## config.mk

```make
export PLATFORM = sky130hd
export DESIGN_NAME = smrq_front
export DESIGN_NICKNAME = d
export VERILOG_FILES = /design/src/hw/rtl/smrq_pkg.sv /design/src/hw/rtl/smrq_ram.sv /design/src/hw/rtl/smrq_front.sv
export SDC_FILE = /design/constraint.sdc
export NUM_CORES = 1
export LEC_CHECK = 0
export ABC_AREA = 1
export BUFFER_PORTS_ARGS = -buffer_cell sky130_fd_sc_hd__buf_4
export CAP_MARGIN = 15
export CORE_MARGIN = 2
export CORE_UTILIZATION = 60
export DETAILED_ROUTE_END_ITERATION = 8
export HOLD_SLACK_MARGIN = 0.1
export PLACE_DENSITY = 0.87
export SYNTH_ARGS = -nofsm -noshare
export SYNTH_HDL_FRONTEND = slang
export SYNTH_SLANG_ARGS = --single-unit
export TNS_END_PERCENT = 100
```

## constraint.sdc

```tcl
create_clock -name clk -period 4.1 [get_ports clk]
set_clock_uncertainty 0.15 [all_clocks]
set_input_delay 0.205 -clock clk [delete_from_list [all_inputs] [get_ports clk]]
set_output_delay 0.205 -clock clk [all_outputs]
set_load 0.01 [all_outputs]
```

## src/hw/rtl/smrq_pkg.sv

```systemverilog
// Shared types and codes for the slotted message ring queue.
// Used by the front end, the job queue, the back end and the top level.
package smrq_pkg;

  localparam int LEN_W      = 7;   // message length / max_len field width
  localparam int SLOT_IDX_W = 8;   // slot index carried in a job (up to 256 slots)
  localparam int JOBQ_DEPTH = 4;   // front-to-back job queue entries, power of two
  localparam int POPS_W     = $clog2(JOBQ_DEPTH + 2);

  typedef enum logic [2:0] {
    ACT_PUSH   = 3'd0,
    ACT_POP    = 3'd1,
    ACT_STOP   = 3'd2,
    ACT_CLEAR  = 3'd3,
    ACT_STATUS = 3'd4
  } action_t;

  localparam logic [3:0] ST_PUSH_OK      = 4'd0;
  localparam logic [3:0] ST_PUSH_FULL    = 4'd1;
  localparam logic [3:0] ST_PUSH_STOPPED = 4'd2;
  localparam logic [3:0] ST_PUSH_BADLEN  = 4'd3;
  localparam logic [3:0] ST_POP_BYTE     = 4'd4;
  localparam logic [3:0] ST_POP_EMPTY    = 4'd5;
  localparam logic [3:0] ST_POP_STOPPED  = 4'd6;
  localparam logic [3:0] ST_POP_TOO_LONG = 4'd7;
  localparam logic [3:0] ST_STATUS       = 4'd8;

  // refusal codes of a push in progress; same values as the push statuses
  localparam logic [1:0] REF_NONE    = 2'd0;
  localparam logic [1:0] REF_FULL    = 2'd1;
  localparam logic [1:0] REF_STOPPED = 2'd2;
  localparam logic [1:0] REF_BADLEN  = 2'd3;

  typedef enum logic {
    FS_IDLE,
    FS_POP_WAIT
  } front_state_t;

  // one unit of work for the back end: a single result beat or a pop stream
  typedef struct packed {
    logic                  stream;
    logic [3:0]            status;
    logic                  is_full;
    logic                  is_empty;
    logic [SLOT_IDX_W-1:0] slot;
    logic [LEN_W-1:0]      len;
  } job_t;

endpackage

```

## src/hw/rtl/smrq_ram.sv

```systemverilog
// Generic simple dual-port RAM: one write port, one read port, registered read.
// No dependencies.
module smrq_ram #(
  parameter int  WIDTH = 8,
  parameter int  DEPTH = 16,
  localparam int AW    = (DEPTH > 1) ? $clog2(DEPTH) : 1
) (
  input  logic             clk,
  input  logic             we,
  input  logic [AW-1:0]    waddr,
  input  logic [WIDTH-1:0] wdata,
  input  logic             re,
  input  logic [AW-1:0]    raddr,
  output logic [WIDTH-1:0] rdata
);

  logic [WIDTH-1:0] mem [DEPTH];

  always_ff @(posedge clk) begin
    if (we) begin
      mem[waddr] <= wdata;
    end
  end

  always_ff @(posedge clk) begin
    if (re) begin
      rdata <= mem[raddr];
    end
  end

endmodule

```

## src/hw/rtl/smrq_front.sv

```systemverilog
// Front end: accepts command beats, owns the queue pointers, stop flag, push
// staging and slot lengths, writes pushed bytes and posts jobs for the back end.
// Depends on smrq_pkg and smrq_ram.
module smrq_front #(
  parameter int  SLOTS      = 16,
  parameter int  SLOT_BYTES = 64,
  localparam int IDX_W      = (SLOTS > 1) ? $clog2(SLOTS) : 1,
  localparam int BI_W       = (SLOT_BYTES > 1) ? $clog2(SLOT_BYTES) : 1,
  localparam int ADDR_W     = IDX_W + BI_W
) (
  input  logic               clk,
  input  logic               rst,
  input  logic               cmd_valid,
  output logic               cmd_stall,
  input  logic [2:0]         action,
  input  logic [7:0]         data_byte,
  input  logic               last,
  input  logic [6:0]         max_len,
  output logic               job_enq,
  output smrq_pkg::job_t     job,
  input  logic               jobq_full,
  output logic               bw_en,
  output logic [ADDR_W-1:0]  bw_addr,
  output logic [7:0]         bw_data,
  input  logic               stream_done
);
  import smrq_pkg::*;

  localparam int PTR_W  = $clog2(SLOTS) + 1;
  localparam int NPHYS  = 1 << IDX_W;

  front_state_t       state, state_next;
  logic [PTR_W-1:0]   wp, wp_next, rp, rp_next;
  logic               stop_flag, stop_flag_next;
  logic [LEN_W-1:0]   staged, staged_next;
  logic [1:0]         refused, refused_next;
  logic [NPHYS-1:0]   len_valid, len_valid_next;
  logic [POPS_W-1:0]  pops_out, pops_next;
  logic [LEN_W-1:0]   pop_max;

  logic [IDX_W-1:0]   wslot, rslot;
  logic               q_full, q_empty, cmd_accept;
  logic [1:0]         ref_cur, ref_new;
  logic               staged_room;
  logic [LEN_W-1:0]   staged_inc, len_rd, len_eff, lim;
  logic               lw_en, lr_en, pops_inc;

  assign wslot   = IDX_W'(wp % SLOTS);
  assign rslot   = IDX_W'(rp % SLOTS);
  assign q_full  = (wp ^ rp) == PTR_W'(SLOTS);
  assign q_empty = wp == rp;

  // pushes wait while a popped message may still be read out of the byte store
  assign cmd_stall  = (state != FS_IDLE) || jobq_full
                      || ((action == ACT_PUSH) && (pops_out != '0));
  assign cmd_accept = cmd_valid && !cmd_stall;

  assign ref_cur     = (staged == '0) ? (q_full ? (stop_flag ? REF_STOPPED : REF_FULL)
                                                : REF_NONE)
                                      : refused;
  assign staged_room = staged < LEN_W'(SLOT_BYTES);
  assign ref_new     = (!staged_room && (ref_cur == REF_NONE)) ? REF_BADLEN : ref_cur;
  assign staged_inc  = staged_room ? staged + 1'b1 : staged;

  assign bw_addr = {wslot, BI_W'(staged)};
  assign bw_data = data_byte;

  assign len_eff = len_valid[rslot] ? len_rd : '0;
  assign lim     = (pop_max > LEN_W'(SLOT_BYTES)) ? LEN_W'(SLOT_BYTES) : pop_max;

  smrq_ram #(
    .WIDTH (LEN_W),
    .DEPTH (NPHYS)
  ) u_len_ram (
    .clk   (clk),
    .we    (lw_en),
    .waddr (wslot),
    .wdata (staged_inc),
    .re    (lr_en),
    .raddr (rslot),
    .rdata (len_rd)
  );

  always_comb begin
    state_next     = state;
    wp_next        = wp;
    rp_next        = rp;
    stop_flag_next = stop_flag;
    staged_next    = staged;
    refused_next   = refused;
    len_valid_next = len_valid;
    job_enq        = 1'b0;
    job            = '0;
    bw_en          = 1'b0;
    lw_en          = 1'b0;
    lr_en          = 1'b0;
    pops_inc       = 1'b0;

    case (state)
      FS_IDLE: begin
        if (cmd_accept) begin
          case (action)
            ACT_PUSH: begin
              bw_en = staged_room && (ref_cur == REF_NONE);
              if (!last) begin
                staged_next  = staged_inc;
                refused_next = ref_new;
              end else begin
                staged_next  = '0;
                refused_next = REF_NONE;
                job_enq      = 1'b1;
                job.status   = {2'b00, ref_new};
                if (ref_new == REF_NONE) begin
                  lw_en                 = 1'b1;
                  len_valid_next[wslot] = 1'b1;
                  wp_next               = wp + 1'b1;
                end
              end
            end
            ACT_POP: begin
              lr_en      = 1'b1;
              state_next = FS_POP_WAIT;
            end
            ACT_STOP: begin
              stop_flag_next = 1'b1;
              job_enq        = 1'b1;
              job.status     = ST_STATUS;
            end
            ACT_CLEAR: begin
              wp_next        = '0;
              rp_next        = '0;
              stop_flag_next = 1'b0;
              len_valid_next = '0;
              staged_next    = '0;
              refused_next   = REF_NONE;
              job_enq        = 1'b1;
              job.status     = ST_STATUS;
            end
            ACT_STATUS: begin
              job_enq    = 1'b1;
              job.status = ST_STATUS;
            end
            default: begin
            end
          endcase
        end
      end
      FS_POP_WAIT: begin
        // length read was issued at the accept edge
        if (!jobq_full) begin
          state_next = FS_IDLE;
          if (q_empty) begin
            job_enq    = 1'b1;
            job.status = stop_flag ? ST_POP_STOPPED : ST_POP_EMPTY;
          end else if (len_eff > lim) begin
            job_enq    = 1'b1;
            job.status = ST_POP_TOO_LONG;
          end else begin
            rp_next = rp + 1'b1;
            if (len_eff != '0) begin
              job_enq    = 1'b1;
              pops_inc   = 1'b1;
              job.stream = 1'b1;
              job.status = ST_POP_BYTE;
              job.slot   = SLOT_IDX_W'(rslot);
              job.len    = len_eff;
            end
          end
        end
      end
      default: begin
        state_next = FS_IDLE;
      end
    endcase

    job.is_full  = (wp_next ^ rp_next) == PTR_W'(SLOTS);
    job.is_empty = wp_next == rp_next;

    pops_next = pops_out;
    if (pops_inc && !stream_done) begin
      pops_next = pops_out + 1'b1;
    end else if (!pops_inc && stream_done) begin
      pops_next = pops_out - 1'b1;
    end
  end

  always_ff @(posedge clk) begin
    if (rst) begin
      state     <= FS_IDLE;
      wp        <= '0;
      rp        <= '0;
      stop_flag <= 1'b0;
      staged    <= '0;
      refused   <= REF_NONE;
      len_valid <= '0;
      pops_out  <= '0;
    end else begin
      state     <= state_next;
      wp        <= wp_next;
      rp        <= rp_next;
      stop_flag <= stop_flag_next;
      staged    <= staged_next;
      refused   <= refused_next;
      len_valid <= len_valid_next;
      pops_out  <= pops_next;
    end
  end

  always_ff @(posedge clk) begin
    if (cmd_accept && (action == ACT_POP)) begin
      pop_max <= max_len;
    end
  end

  a_no_write_under_stream: assert property (@(posedge clk) disable iff (rst)
    bw_en |-> (pops_out == '0))
    else $error("byte store written while a pop stream is pending");

  a_staged_bound: assert property (@(posedge clk) disable iff (rst)
    staged <= LEN_W'(SLOT_BYTES))
    else $error("staged byte count beyond slot size");

  a_full_empty_excl: assert property (@(posedge clk) disable iff (rst)
    !(q_full && q_empty))
    else $error("queue full and empty at once");

  a_pops_bound: assert property (@(posedge clk) disable iff (rst)
    (job_enq && job.stream) |-> (pops_out <= POPS_W'(JOBQ_DEPTH)))
    else $error("pending pop stream count overflow");

endmodule

```

After elaboration in Yosys (flattened, before gate mapping)
Memories as Yosys holds them, arrays and structs flattened. A register that Yosys moved wholly into a read port is not among the register bits.
Cells that the tools add are included.
- add/sub/neg operators: 5
- magnitude comparators: 6
- eq/ne operators: 10
- muxes and demuxes: 76
- bitwise logic cells: 4
- reduce and logical (&&, ||, !) cells: 27
- operators by type and width (kind ; count):
    $mux W5 ; 11
    $mux W11 ; 4
    $mux W16 ; 2
    $pmux W16 S2 ; 1
    $mux W1 ; 29
    $mux W7 ; 4
    $pmux W5 S2 ; 2
    $or A16 B16 Y16 ; 1
    $pmux W4 S2 ; 2
    $mux W15 ; 1
    $mux W2 ; 7
    $pmux W7 S2 ; 1
    $mux W4 ; 3
    $add A5 B1 Y5 const B ; 2
    $eq A5 B5 Y1 ; 2
    $eq A5 B5 Y1 const B ; 2
    $lt A4 B5 Y1 const B ; 2
    $xor A5 B5 Y5 ; 2
    $logic_and A1 B1 Y1 ; 8
    $pmux W1 S2 ; 4
    $add A7 B1 Y7 const B ; 1
    $gt A7 B7 Y1 ; 1
    $gt A7 B7 Y1 const B ; 1
    $logic_not A7 Y1 ; 1
    other kinds (24) ; 34
- register bits: 47
- memory bits (writable): 112
- memories kept: 1
- memory list (memory ; words ; bits a word ; read ports ; clocked after memory_dff ; wr ports ; line ; text):
    u_len_ram.mem ; 16 ; 7 ; 1 ; 1 ; 1 ; smrq_ram.sv:17 ; logic [WIDTH-1:0] mem [DEPTH];

Logic depth before layout (Yosys ltp)
Gate-level depths: netlist (run 1).
- word-level depth: 15
- mapped depth: 29

Hierarchy
A second synthesis (run 1) with hierarchy kept.
- cells, all modules: 984
- area total of the unflattened synthesis: 8463.1 sq um
- by module, submodules not included (module ; times used ; cells each ; area each (sq um)):
    smrq_ram ; 1 ; 485 ; 5104.9
    smrq_front ; 1 ; 499 ; 3358.2

Worst setup path after synthesis (run 1)
No wires, ideal clock.
- path type: reg-to-reg
- start: register rp[2]
- end: register pops_out[2]
- arrival: 3.391 ns
- slack: 0.502 ns
- stages on the path, launching flop included: 26
- buffers on the path: 2
- period minus slack after synthesis: 3.598 ns
- cells stage by stage: dfxtp_1 inv_2 buf_4 nor2_4 inv_2 buf_2 o2111ai_2 nand2_2 nand2_1 inv_2 ha_1 a21o_1 nor2_1 nand2_1 nand2_1 nand2_2 nor2_1 nand2_1 inv_1 ha_1 inv_1 fa_1 a21oi_1 o21ai_0 a21oi_1 o21a_1
- cells in the longest elaborated chain, start to end: 12
- elaborated cells on any way between the ends: 16
- those cells by class: order compare (1); eq/ne (1); mux (9); reduce/logical (5)
- ends and longest elaborated chain (item ; line ; text):
    start: declaration ; smrq_front.sv:33 ; logic [PTR_W-1:0] wp, wp_next, rp, rp_next;
    start signal: assignment ; smrq_front.sv:200 ; rp <= rp_next;
    branches (longest 6 deep; another with $gt A7 B7 Y1) ; -- ;
    $mux W1 (*) ; smrq_front.sv:152 ; if (q_empty) begin
    $mux W1 (*) ; smrq_front.sv:150 ; if (!jobq_full) begin
    $mux W1 (*) ; smrq_front.sv:99 ; case (state)
    net pops_inc ; smrq_front.sv:46 ; logic lw_en, lr_en, pops_inc;
    $logic_not A1 Y1 ; smrq_front.sv:182 ; end else if (!pops_inc && stream_done) begin
    $logic_and A1 B1 Y1 ; smrq_front.sv:182 ;
    $reduce_bool A2 Y1 (no source line) ; -- ;
    end signal: assignment ; smrq_front.sv:205 ; pops_out <= pops_next;
    end: declaration ; smrq_front.sv:38 ; logic [POPS_W-1:0] pops_out, pops_next;
Mark *: on every way through the listed nets, which the timed path passes. The select of a mux whose other input is x is not followed.
A chain may end at the register's enable or synchronous reset.

==> results of run 1 <==
stage by stage:
step / power, mW / setup TNS [ns] / cells / worst slack [ns] / utilization, %
after floorplan: 1.91 / 0 / 826 / 0.502 / -
after global placement: 1.93 / 0 / 1020 / 0.347 / 65.8
after detailed placement: 1.93 / 0 / 1020 / 0.142 / 65.8
after CTS: 3.48 / 0 / 1066 / 0.00471 / 71.6
after global routing: 3.59 / -0.487 / 1084 / -0.222 / 74.6
final: 3.52 / -0.0514 / 1084 / -0.0258 / 74.6
final cells by class:
type / count / area [sq um] / area share (%)
Sequential cell: 166 / 4600 / 48.6
Multi-Input combinational cell: 518 / 2850 / 30.1
Timing Repair Buffer: 110 / 870 / 9.20
Clock buffer: 17 / 425 / 4.50
Inverter: 86 / 342 / 3.61
Tap cell: 172 / 215 / 2.28
Clock inverter: 15 / 158 / 1.67
sequential cells by signal, summed over array words and instances (netlist names):
signal           count
pop_max              7
len_valid           16
stop_flag            1
u_len_ram.mem      112
rp                   5
staged               7
pops_out             3
state                1
wp                   5
refused              2
u_len_ram.rdata      7
final timing paths:
| check | cells after the start | endpoint | slack, ns |
|---|---|---|---|
| hold reg to reg | 2 | refused[1]$_SDFFE_PP0P_ | 0.32 |
| setup reg to reg | 25 | pops_out[2]$_SDFFE_PP0P_ | 0.19 |
| hold / removal | 5 | pops_out[0]$_SDFFE_PP0P_ | 0.16 |
| setup / recovery | 26 | job[15] | -0.03 |
layout by cell type, fill, tap and decap left out, types with 4 or more instances in the layout:
cell	count
sky130_fd_sc_hd__nand3_2	4
sky130_fd_sc_hd__a21oi_2	8
sky130_fd_sc_hd__nand4_1	24
sky130_fd_sc_hd__inv_4	7
sky130_fd_sc_hd__inv_8	5
sky130_fd_sc_hd__o21ai_1	10
sky130_fd_sc_hd__edfxtp_1	126
sky130_fd_sc_hd__ha_4	6
sky130_fd_sc_hd__o22ai_1	9
sky130_fd_sc_hd__ha_1	9
sky130_fd_sc_hd__clkbuf_16	17
sky130_fd_sc_hd__nor2_2	4
sky130_fd_sc_hd__conb_1	4
sky130_fd_sc_hd__o221ai_1	5
sky130_fd_sc_hd__nand3_1	30
sky130_fd_sc_hd__inv_2	9
sky130_fd_sc_hd__inv_1	68
sky130_fd_sc_hd__dfxtp_1	37
sky130_fd_sc_hd__inv_6	5
sky130_fd_sc_hd__a221oi_1	9
sky130_fd_sc_hd__a21oi_1	54
sky130_fd_sc_hd__nand2_2	9
sky130_fd_sc_hd__nor3_1	19
sky130_fd_sc_hd__buf_4	93
sky130_fd_sc_hd__nor2_1	80
sky130_fd_sc_hd__nand2_1	150
sky130_fd_sc_hd__nand2_4	11
sky130_fd_sc_hd__o21ai_2	4
sky130_fd_sc_hd__o21ai_0	43
sky130_fd_sc_hd__dlygate4sd3_1	13
worst max-delay path: stages, from the launching register on:
cell and delay (ns):
sky130_fd_sc_hd__dfxtp_4 0.44, sky130_fd_sc_hd__inv_4 0.06, sky130_fd_sc_hd__a21oi_2 0.11, sky130_fd_sc_hd__o21ai_1 0.08, sky130_fd_sc_hd__nand3_1 0.10, sky130_fd_sc_hd__o2111ai_2 0.15, sky130_fd_sc_hd__nand2_4 0.21, sky130_fd_sc_hd__nand2_1 0.18
sky130_fd_sc_hd__ha_1 0.24, sky130_fd_sc_hd__inv_1 0.06, sky130_fd_sc_hd__nand2_1 0.05, sky130_fd_sc_hd__nand2_1 0.08, sky130_fd_sc_hd__nand2_1 0.06, sky130_fd_sc_hd__nand2_1 0.08, sky130_fd_sc_hd__nand2_2 0.11, sky130_fd_sc_hd__nand2_4 0.14
sky130_fd_sc_hd__inv_2 0.07, sky130_fd_sc_hd__nand2_4 0.13, sky130_fd_sc_hd__o21ai_1 0.10, sky130_fd_sc_hd__a21oi_2 0.17, sky130_fd_sc_hd__inv_1 0.08, sky130_fd_sc_hd__nand2_1 0.07, sky130_fd_sc_hd__nand2_1 0.05, sky130_fd_sc_hd__nor2_1 0.15
sky130_fd_sc_hd__nand2_1 0.12, sky130_fd_sc_hd__nor2_1 0.12, sky130_fd_sc_hd__buf_4 0.12
cells by family (layout without fill, tap and decap cells):
kind of cell             after synthesis  in the layout  share of synthesized area, %
other                                  1              4                        0.0478
XOR/XNOR                               6              6                         0.671
AO/OA/AOI/OAI                        150            150                          10.8
buffers and inverters                142            228                          8.13
adder cells (fa/ha/maj)               16             16                          2.65
AND/OR/NAND/NOR                      342            342                          19.2
flip-flops                           166            166                          58.5
repair_timing:
action | CTS | global route
hold buffers | 13 | 0
endpoints found under the hold margin | 31 | 0
gates cloned | 0 | 0
pin swaps | 1 | 29
resized for setup | 5 | 70
endpoints found under the setup margin | 2 | 3
buffers inserted | 1 | 15
per-layer routing:
metal	up-vias	track usage [%]
li1	2959	-
met1	3091	36.2
met3	143	5.55
met2	547	47.0
met5	-	0
met4	0	15.2
power by group:
group	internal [mW]	switching (mW)	total (mW)	leakage, nW
Sequential	1.79	0.00584	1.80	1.45
Combinational	0.0508	0.0768	0.128	2.07
Clock	0.863	0.728	1.59	0.283
Total	2.71	0.810	3.52	3.80
==> run summary, run 1 <==
The die is between 100 and 150 microns wide. The highest layer touched by signal routing is met4. The area growth from synthesis to layout is 20.6%. A synthesized cell averages 9.52 sq um.

After detailed routing, the number of remaining DRC violations is 0. Clock tree synthesis selected as its root buffer the cell sky130_fd_sc_hd__clkbuf_16. The count of maximum capacitance violations came out at 0. The worst slew margin relative to its limit came out at 47.8%. The number of global-route vias before repair came out at between 6000 and 7000. 0 antenna diodes ended up in the layout. The average wire length per cell after detail routing came out at 19.7 microns.

The launch instance of the worst min-delay path is stream_done. The total I/O pin count came out at 67. The level count of the clock H-tree came out at 4. The least setup slack across all paths after layout came out at -0.0258 ns. Setup violations remaining at the end of the flow were counted as 2. The wire length on met1 came out at 7.79 mm. In this run the deepest clock path goes through 2 buffers. The share of synthesized flip-flops with an asynchronous set or reset is 0%.

The wire-length estimate of the detail-placed layout is 12.5 mm. The area fraction of the dominant cell type after synthesis came out at 48.3%. The yosys synthesis warning count came out at 0.

The final reports fail on setup timing. The worst hold path belongs to the class primary input to register. The maximum ir drop on the vdd rail came out at 0.258 mV. The most critical setup path has its startpoint at rp[1]$_SDFF_PP0_.

The initial DRC count came out at approximately 1300. In the post-synthesis netlist, the cell with the most instances is sky130_fd_sc_hd__nand2_1. The max-slew violation total from the final report is 0.

The synthesized netlist occupies a cell area of 7840 sq um. The detailed-route vias per instance is 6.22. The CTS tree is yes. The final global-route overflow total is 0. The global-route wire length before repair is 31.2 mm. The synthesized instance count came out at 823.

After routing the design area is 9460 sq um. The placed cell area came out at 8340 sq um. Wire segments on met3 add up to roughly 2.4 mm in the final route. The critical path required time is 3.74 ns.

Clock latency on the worst-skew pair, taken at its later pin, is around 0.44 ns. The final-report hold violation count came out at 0. The first detailed-routing pass ran for 7 iterations.

The flow ran to the end, but the final reports show violations. The worst-path maximum fanout came out at 8. Ranked by total cell area, the synthesized netlist is headed by sky130_fd_sc_hd__edfxtp_1 (48%), sky130_fd_sc_hd__dfxtp_1 (10%), sky130_fd_sc_hd__nand2_1 (7.8%). The number of enable flip-flop cells after synthesis is 126. Counting instances in the post-synthesis netlist gives the leading cell types as sky130_fd_sc_hd__nand2_1 (163), sky130_fd_sc_hd__edfxtp_1 (126), sky130_fd_sc_hd__nor2_1 (83), sky130_fd_sc_hd__inv_1 (73), sky130_fd_sc_hd__a21oi_1 (62). The number of buffers inserted by port buffering came out at 46. Cells with a size suffix above 1 make up between 20% and 30% of the layout. The number of storage elements in the synthesis netlist is 166. The number of standard-cell rows in the floorplan is 41. The CTS clock-pin slew for the worst setup and hold paths is roughly 0.070 ns. The post-route worst hold slack came out at 0.161 ns. The static leakage came out at 3.80 nW. Once detail routing completed, the nets flagged for antenna violations numbered 0. The total vias in the final route came out at 6740. The final critical path time including I/O delays and setup came out at slightly above 4 ns. For this run, the leading register cell type out of synthesis is sky130_fd_sc_hd__edfxtp_1.

The area enclosed by the die boundary is 14000 sq um. In this run the power density over the cells is between 300 and 400 nW/um^2. Setup repair after global routing could not meet its margin everywhere.

In this run the vertical extent of the chip is 118 microns. The overall global routing resource usage came out at 28.7%. The number of nets in the final layout is 939. The number of unique standard cell types used by synthesis came out at 40. The pin slew with the least headroom to its limit came out at 0.781 ns.

The detailed-route wire length came out at 21.3 mm. The clock buffer count from CTS came out at 17. The sum of met2 wire segment lengths after detailed routing came out at around 10 mm. Counting the fill cells in the layout gives between 700 and 800. For the worst setup path, the data arrival time is ~3.8 ns. After layout, the worst path uses 101% of the clock period. The sequential fraction of the synthesis area came out at 58.5%. The biggest area contributor in the post-synthesis netlist is sky130_fd_sc_hd__edfxtp_1. After floorplanning, the core was sized to cover approximately 13000 sq um. STA classifies the critical path startpoint as a register. The clock sink total came out at 166. Once the floorplan was initialized, standard cells occupied between 60% and 70% of the core.

The placer congestion estimate is 0.918. The highest achievable clock rate is ~0.24 GHz. The initial antenna violation count came out at 0. By startpoint and endpoint, the worst setup path is classified as register to output port. The worst setup path is captured at an output port.

Entering global routing, the biggest net connects 59 pins. The worst register-to-register path begins at rp[1]$_SDFF_PP0_.
Note: power is estimated with default switching activity, not from simulation.
==> run 2, diff against run 1 <==
--- a/config.mk
+++ b/config.mk
@@ -10,10 +10,11 @@
 export CAP_MARGIN = 15
 export CORE_MARGIN = 2
 export CORE_UTILIZATION = 60
+export CTS_BUF_LIST = sky130_fd_sc_hd__clkbuf_2
 export DETAILED_ROUTE_END_ITERATION = 8
 export HOLD_SLACK_MARGIN = 0.1
 export PLACE_DENSITY = 0.87
 export SYNTH_ARGS = -nofsm -noshare
 export SYNTH_HDL_FRONTEND = slang
 export SYNTH_SLANG_ARGS = --single-unit
-export TNS_END_PERCENT = 100
+export TNS_END_PERCENT = 50
==> run 2 against run 1 <==
  * First-iteration DRC count down 4.7%
  * Largest cell class unchanged
  * Sequential power about the same
  * Die area unchanged
  * Clock power down 44%
  * Register-to-register slack better by 0.03 ns
  * Sequential cell count unchanged
  * Total power down 20%
  * The flow finishes with violations (DRC, setup timing)
  * Clock-buffer cell count unchanged
  * Setup slack worse by 0.38 ns
  * Core utilization down 1.9 points
  * Final cell count up 1.6%
==> run summary, run 2 (synthesis gave the netlist of run 1 again) <==
The placed wire-length estimate after detailed placement came to 12.5 mm (unchanged). The count of maximum capacitance violations was 0 (unchanged). The post-route DRC violation count was 3 (was 0). The post-route worst hold slack came out at 0.153 ns (was 0.161 ns). The critical setup path kind is register to output port (unchanged). The maximum ir drop on the vdd rail came out at 0.254 mV (was 0.258 mV). The overall global routing resource usage is 30.3% (was 28.7%). Failing checks: DRC, setup timing (was setup timing). The worst slew margin relative to its limit came out at 36.4% (was 47.8%). The remaining antenna violation count came out at 0 (unchanged).

The number of standard-cell rows in the floorplan is 41 (unchanged). The routed length on met3 came out at 2.23 mm (was 2.39 mm). The cell count of the worst reg-to-reg path came to 25 (unchanged). The total setup violations reported at the end of the flow is 2 (unchanged). The die width came out at 118 microns (unchanged). The clock tree root driver cell is sky130_fd_sc_hd__clkbuf_2 (was sky130_fd_sc_hd__clkbuf_16). Result of the run: finished, violations left (unchanged). The maximum root-to-sink buffer count came to 2 (unchanged). The CTS tree was yes (unchanged). The maximum number of pins on one net before global-route repair is 59 (unchanged). The wire length on met1 is 7.67 mm (was 7.79 mm). The slack of the worst reg-to-reg path came out at 0.22 ns (was 0.19 ns).

The worst hold path stage count came out at 3 (was 5). The level count of the clock H-tree is 4 (unchanged). The initial DRC count was 1236 (was 1297). The power density over cell area came out at 306 nW/um^2 (was 372 nW/um^2). The type of element capturing the critical path is an output port (unchanged). The critical path required time is 3.74 ns (about the same). The CTS clock-pin slew for the worst setup and hold paths came to 0.25 ns (was 0.07 ns). The final global-route overflow total came out at 0 (unchanged).

The area enclosed by the die boundary is 14000 sq um (unchanged). The static leakage was 3.70 nW (was 3.80 nW). The initial antenna violation count came to 1 (was 0). The max-slew violation total from the final report was 0 (unchanged). The fill cell instance count of the final layout came to 809 (was 768).

The share of final-layout standard cells stronger than drive strength 1 came out at 21.7% (was 22.3%). The average wire length per cell after detail routing came to 19.1 microns (was 19.7 microns). The final critical path time including I/O delays and setup is 4.50 ns (was 4.13 ns). The topmost layer with routed signal wires is met4 (unchanged). The worst-path maximum fanout came to 7 (was 8). The clock sink total is 166 (unchanged). The area of the core region is 12700 sq um (unchanged). The insertion delay of the later-clocked pin in the worst-skew pair came out at 0.79 ns (was 0.44 ns). Highest-count cells in the layout ignoring fill and taps: sky130_fd_sc_hd__nand2_1 (150), sky130_fd_sc_hd__edfxtp_1 (126), sky130_fd_sc_hd__buf_4 (93) (unchanged). The detailed-route wire length came out at 21.0 mm (was 21.3 mm).

The final-report hold violation count is 0 (unchanged). The number of global-route vias before repair came out at 6575 (was 6237). The highest achievable clock rate is 0.222 GHz (was 0.242 GHz).

The number of cells after detailed placement is 1020 (unchanged). The placer congestion estimate came out at 0.918 (unchanged). The detailed-route vias per instance came out at 6.07 (was 6.22). The number of nets in the final layout is 955 (was 939). Unrepaired setup endpoints after global routing: true (unchanged). The number of cells in the finished layout apart from fillers is 1101 (was 1084). The number of buffers inserted by port buffering came out at 46 (unchanged). Largest regs: u_len_ram.mem x112, len_valid x16 (unchanged). The pin slew with the least headroom to its limit came out at 0.947 ns (was 0.781 ns). The fraction of the cycle the final worst path needs came out at 110% (was 101%). The aggregate negative setup slack is -0.784 ns (was -0.0514 ns). The area growth from synthesis to layout came to 17.6% (was 20.6%). The global-route wire length before repair is 32.7 mm (was 31.2 mm). The least setup slack across all paths after layout is -0.402 ns (was -0.0258 ns).

The sum of met2 wire segment lengths after detailed routing is 9.89 mm (was 9.97 mm). The critical path startpoint category is a register (unchanged). The initial core utilization came out at 61.9% (unchanged). The total vias in the final route is 6688 (was 6740). The floorplan die height was 118 microns (unchanged). The register ranked first by flip-flop count was u_len_ram.mem (unchanged). The most common cell after layout, fill and taps aside was sky130_fd_sc_hd__nand2_1 (unchanged). The flip-flop count of the largest register after layout came out at 112 (unchanged).

The total I/O pin count is 67 (unchanged). The clock buffer count from CTS came out at 17 (unchanged). The signal arrival time at the worst endpoint came out at 4.15 ns (was 3.77 ns). The detailed-routing iteration count for the pre-antenna-repair pass is 9 (was 7).

The worst min-delay path class is primary input to register (unchanged).
run 2: cell count changes in the layout (fill, tap and decap cells not counted), sizes merged:
cell         change
dlygate4sd3     +17
buf              -1
diode            +1
run 2: timing repair:
action / 4_1_cts / 5_1_grt
gates resized for setup: 50 / 18
hold buffers: 30 / 0
gates cloned: 0 / 0
setup buffers: 13 / 2
pin swaps: 22 / 15
endpoints found under the setup margin: 4 / 14
endpoints found under the hold margin: 112 / 0
run 2: path summary, 6_finish.rpt:
| path | from | end |
|---|---|---|
| setup / recovery | rp[2]$_SDFF_PP0_ | job[15] |
| hold / removal | rst | staged[2]$_SDFFE_PP0P_ |
| setup reg to reg | rp[2]$_SDFF_PP0_ | pops_out[2]$_SDFFE_PP0P_ |
| hold reg to reg | refused[1]$_SDFFE_PP0P_ | refused[1]$_SDFFE_PP0P_ |
run 2: power breakdown:
part | total (mW) | internal (mW) | switching, mW
logic | 0.131 | 0.0557 | 0.0757
registers | 1.80 | 1.79 | 0.00553
clock network | 0.891 | 0.250 | 0.641
total | 2.82 | 2.10 | 0.722
run 2: area by class of cell:
| class | count | area [sq um] | share of cell area, % |
|---|---|---|---|
| clock inverter | 15 | 158 | 1.71 |
| timing repair buffer | 126 | 1030 | 11.1 |
| multi-input combinational | 518 | 2800 | 30.4 |
| sequential | 166 | 4600 | 49.8 |
| clock buffer | 17 | 85.1 | 0.923 |
| tap | 172 | 215 | 2.33 |
| inverter | 86 | 334 | 3.62 |
| antenna | 1 | 2.50 | 0.0271 |
run 2: stage by stage:
stage	setup slack, ns	utilization (%)	instance area, sq um	total power, mW
2_1_floorplan	0.502	-	7850	1.91
6_report	-0.402	72.8	9220	2.82
3_5_place_dp	0.142	65.8	8340	1.93
5_1_grt	-0.596	72.8	9220	2.90
3_3_place_gp	0.347	65.8	8340	1.93
4_1_cts	-0.0518	71.9	9110	2.80
run 2: critical path: stages (launching register included):
cell and delay, ns:
sky130_fd_sc_hd__dfxtp_4 0.43, sky130_fd_sc_hd__inv_2 0.06, sky130_fd_sc_hd__nor2_4 0.14, sky130_fd_sc_hd__inv_2 0.07
sky130_fd_sc_hd__a21oi_1 0.11, sky130_fd_sc_hd__o21ai_1 0.08, sky130_fd_sc_hd__nand4_1 0.14, sky130_fd_sc_hd__nand2_4 0.14
sky130_fd_sc_hd__nand2_1 0.15, sky130_fd_sc_hd__inv_2 0.06, sky130_fd_sc_hd__ha_1 0.27, sky130_fd_sc_hd__nand2_1 0.06
sky130_fd_sc_hd__nor2_2 0.12, sky130_fd_sc_hd__nand3_1 0.11, sky130_fd_sc_hd__nand2_2 0.15, sky130_fd_sc_hd__nand2_4 0.09
sky130_fd_sc_hd__nor2_4 0.18, sky130_fd_sc_hd__nand2_2 0.12, sky130_fd_sc_hd__nor3_4 0.25, sky130_fd_sc_hd__nand2_1 0.09
sky130_fd_sc_hd__o21ai_2 0.08, sky130_fd_sc_hd__nand3_1 0.12, sky130_fd_sc_hd__nand2_2 0.09, sky130_fd_sc_hd__inv_1 0.04
sky130_fd_sc_hd__nor2_1 0.09, sky130_fd_sc_hd__buf_4 0.12
run 2: per-layer routing:
| layer | vias up | global-route usage [%] |
|---|---|---|
| li1 | 2987 | - |
| met1 | 3053 | 36.6 |
| met2 | 497 | 48.8 |
| met3 | 151 | 7.29 |
| met4 | 0 | 19.0 |
| met5 | - | 0 |
==> run 3, diff against run 2 <==
==> constraint.sdc (replaced) <==
create_clock -name clk -period 5.3 [get_ports clk]
set_clock_uncertainty 0.15 [all_clocks]
set_input_delay 0.265 -clock clk [delete_from_list [all_inputs] [get_ports clk]]
set_output_delay 0.265 -clock clk [all_outputs]
set_load 0.01 [all_outputs]
==> run 3 against run 2 <==
  * Register-to-register slack gained 0.55 ns
  * Sequential share of layout area grew 2.1 points
  * Largest cell class unchanged
  * Highest routed layer unchanged
  * Critical path depth shrank 6
  * Die area is the same
  * Hold slack gained 0.11 ns
  * First-iteration DRC count shrank 26%
  * The run now ends clean
  * Setup slack gained 0.68 ns
  * Via count shrank 3.4%
  * Non-clock buffer count shrank 34
  * Global-route usage shrank 1.2 points
  * Routed wire length shrank 4.0%
==> run summary, run 3 (synthesis gave the netlist of run 1 again) <==
The placed wire-length estimate after detailed placement was 12.8 mm (was 12.5 mm). The clock sink total is 166 (unchanged). The origin of the critical flop-to-flop path is rp[2]$_SDFF_PP0_ (unchanged). The final-report hold violation count is 0 (unchanged). The share of final-layout standard cells stronger than drive strength 1 came out at 14.4% (was 21.7%).

The number of nets in the final layout was 921 (was 955). The detailed-route vias per instance came out at 6.06 (was 6.07). The post-route worst hold slack came out at 0.262 ns (was 0.153 ns). The placer congestion estimate is 0.903 (was 0.918). The detailed-routing iteration count for the pre-antenna-repair pass was 6 (was 9).

The critical path startpoint category is a register (unchanged). The total vias in the final route came to 6463 (was 6688). The number of buffers inserted by port buffering was 46 (unchanged). The signal arrival time at the worst endpoint is 4.61 ns (was 4.15 ns). The final global-route overflow total came out at 0 (unchanged). The maximum root-to-sink buffer count came out at 2 (unchanged).

The overall global routing resource usage is 29.1% (was 30.3%). The number of standard-cell rows in the floorplan is 41 (unchanged). The insertion delay of the later-clocked pin in the worst-skew pair was 0.74 ns (was 0.79 ns). The static leakage is 3.50 nW (was 3.70 nW).

The total setup violations reported at the end of the flow is 0 (was 2). The final total power is 2.27 mW (was 2.82 mW). The CTS tree is yes (unchanged). The fill cell instance count of the final layout is 885 (was 809). The register ranked first by flip-flop count was u_len_ram.mem (unchanged). The level count of the clock H-tree was 4 (unchanged). The detailed-route wire length was 20.2 mm (was 21.0 mm).

The initial antenna violation count is 1 (unchanged). The initial core utilization is 61.9% (unchanged). The cell count of the worst reg-to-reg path is 28 (was 25). The highest achievable clock rate is 0.199 GHz. The launch instance of the worst min-delay path is rst (unchanged). The worst min-delay path class is primary input to register (unchanged). Highest-count cells in the layout ignoring fill and taps: sky130_fd_sc_hd__nand2_1 (162), sky130_fd_sc_hd__edfxtp_1 (126), sky130_fd_sc_hd__nor2_1 (83) (was sky130_fd_sc_hd__nand2_1 (150), sky130_fd_sc_hd__edfxtp_1 (126), sky130_fd_sc_hd__buf_4 (93)).

The pre-CTS setup slack is 0.742 ns (was 0.142 ns). The worst hold path stage count is 3 (unchanged). The placed cell area is 8180 sq um (was 8340 sq um). The clock buffer count from CTS was 17 (unchanged). The area occupied by registers is 4590 sq um (was 4600 sq um). The CTS clock-pin slew for the worst setup and hold paths came out at 0.22 ns (was 0.25 ns). The fraction of the cycle the final worst path needs is 94.8%. The post-route DRC violation count was 0 (was 3). The total I/O pin count is 67 (unchanged). The power density over cell area is 257 nW/um^2 (was 306 nW/um^2). The sink of the worst hold path is staged[4]$_SDFFE_PP0P_ (was staged[2]$_SDFFE_PP0P_). Result of the run: finished clean (was finished, violations left). The clock tree root driver cell was sky130_fd_sc_hd__clkbuf_2 (unchanged). The floorplan die height came out at 118 microns (unchanged). The post-route cell area came to 8850 sq um (was 9220 sq um). The maximum number of pins on one net before global-route repair came out at 59 (unchanged).

The count of maximum capacitance violations came out at 0 (unchanged). The area growth from synthesis to layout is 12.9% (was 17.6%). The pin slew with the least headroom to its limit was 1.23 ns (was 0.947 ns). The final design utilization is 69.8% (was 72.8%). The final critical path time including I/O delays and setup is around 5.0 ns. The area enclosed by the die boundary came out at 14000 sq um (unchanged).

The max-slew violation total from the final report is 0 (unchanged). The worst slew margin relative to its limit is 17.5% (was 36.4%). The worst-path maximum fanout is 12 (was 7). The average wire length per cell after detail routing came to 18.9 microns (was 19.1 microns). The type of element capturing the critical path is an output port (unchanged).

The number of global-route vias before repair is 6098 (was 6575). The initial DRC count came to 914 (was 1236). The most common cell after layout, fill and taps aside is sky130_fd_sc_hd__nand2_1 (unchanged).

The die width is 118 microns (unchanged). The critical path required time came out at 4.89 ns (was 3.74 ns). Largest regs: u_len_ram.mem x112, len_valid x16 (unchanged). The slack of the worst reg-to-reg path is 0.77 ns (was 0.22 ns). The flip-flop count of the largest register after layout came out at 112 (unchanged). The area of the core region came out at 12700 sq um (unchanged). The endpoint of the worst register-to-register path is pops_out[2]$_SDFFE_PP0P_ (unchanged). The area occupied by multi-input gates is 2640 sq um (was 2800 sq um).

The remaining antenna violation count came to 0 (unchanged). The critical setup path kind is register to output port (unchanged). The maximum ir drop on the vdd rail came to 0.184 mV (was 0.254 mV). The global-route wire length before repair is 31.5 mm (was 32.7 mm). The least setup slack across all paths after layout came to 0.275 ns (was -0.402 ns).
## run 3: cell types whose count changed in the layout (fill, tap and decap cells not counted), sizes merged
| cell | change |
|---|---|
| bufinv | +4 |
| clkbuf | +4 |
| dlygate4sd3 | +1 |
| clkinvlp | +1 |
| clkinv | +2 |
| inv | -9 |
| buf | -38 |
## run 3: how the worst max path moves through the flow
| stage | from | endpoint | slack (ns) | depth (start not counted) |
|---|---|---|---|---|
| 5_1_grt | rp[2]$_SDFF_PP0_ | job[16] | -0.007 | 29 |
| 4_1_cts | rp[0]$_SDFF_PP0_ | job[15] | 0.07 | 20 |
| 3_5_place_dp | rp[2]$_SDFF_PP0_ | pops_out[2]$_SDFFE_PP0P_ | 0.74 | 23 |
| 6_report | rp[3]$_SDFF_PP0_ | job[15] | 0.28 | 19 |
| 3_3_place_gp | rp[2]$_SDFF_PP0_ | pops_out[2]$_SDFFE_PP0P_ | 1.03 | 26 |
| 2_1_floorplan | rp[2]$_SDFF_PP0_ | pops_out[2]$_SDFFE_PP0P_ | 1.70 | 25 |
## run 3: per-layer routing
| layer | track usage (%) | routed length, microns | up-vias |
|---|---|---|---|
| met5 | 0 | 0 | - |
| met4 | 16.1 | 877 | 0 |
| met3 | 6.61 | 2150 | 85 |
| met2 | 45.7 | 9510 | 477 |
| met1 | 37.4 | 7630 | 2984 |
| li1 | - | - | 2917 |
## run 3: what timing repair did
item                                   4_1_cts  5_1_grt
endpoints found under the hold margin       61        0
resized for setup                            0        6
setup buffers                                0        1
setup endpoints to repair                    0        2
hold buffers                                31        0
## run 3: layout make-up
class	instances	share of cell area, %
antenna	1	0.0283
clock buffer	18	1.02
clock inverter	13	2.31
inverter	86	3.66
multi-input combinational	518	29.9
sequential	166	51.9
tap	172	2.43
timing repair buffer	92	8.78
## run 3: critical path, stage by stage (launching register included)
cell                            delay [ns]
sky130_fd_sc_hd__dfxtp_1              0.68
sky130_fd_sc_hd__inv_1                0.39
sky130_fd_sc_hd__nand2_1              0.14
sky130_fd_sc_hd__nand2_1              0.06
sky130_fd_sc_hd__nor2_1               0.18
sky130_fd_sc_hd__nand3_2              0.15
sky130_fd_sc_hd__o21ai_1              0.17
sky130_fd_sc_hd__nor2_2               0.11
sky130_fd_sc_hd__nand3_1              0.08
sky130_fd_sc_hd__nand2_1              0.05
sky130_fd_sc_hd__dlygate4sd3_1        0.55
sky130_fd_sc_hd__nand2_1              0.09
sky130_fd_sc_hd__dlygate4sd3_1        0.58
sky130_fd_sc_hd__nand2_1              0.09
sky130_fd_sc_hd__nand2_1              0.07
sky130_fd_sc_hd__nand2_1              0.05
sky130_fd_sc_hd__nor2_1               0.11
sky130_fd_sc_hd__nand2_1              0.10
sky130_fd_sc_hd__nor2_1               0.10
sky130_fd_sc_hd__buf_4                0.12
## run 3: stage by stage
stage                     TNS [ns]  cells
after floorplan                  0    826
after global placement           0    998
after detailed placement         0    998
after CTS                        0   1060
after global routing      -0.00729   1066
final                            0   1066
## run 3: where the power goes
part	internal (mW)	total (mW)	switching, mW
sequential	1.39	1.39	0.00412
clock	0.355	0.786	0.432
combinational	0.0396	0.0950	0.0554
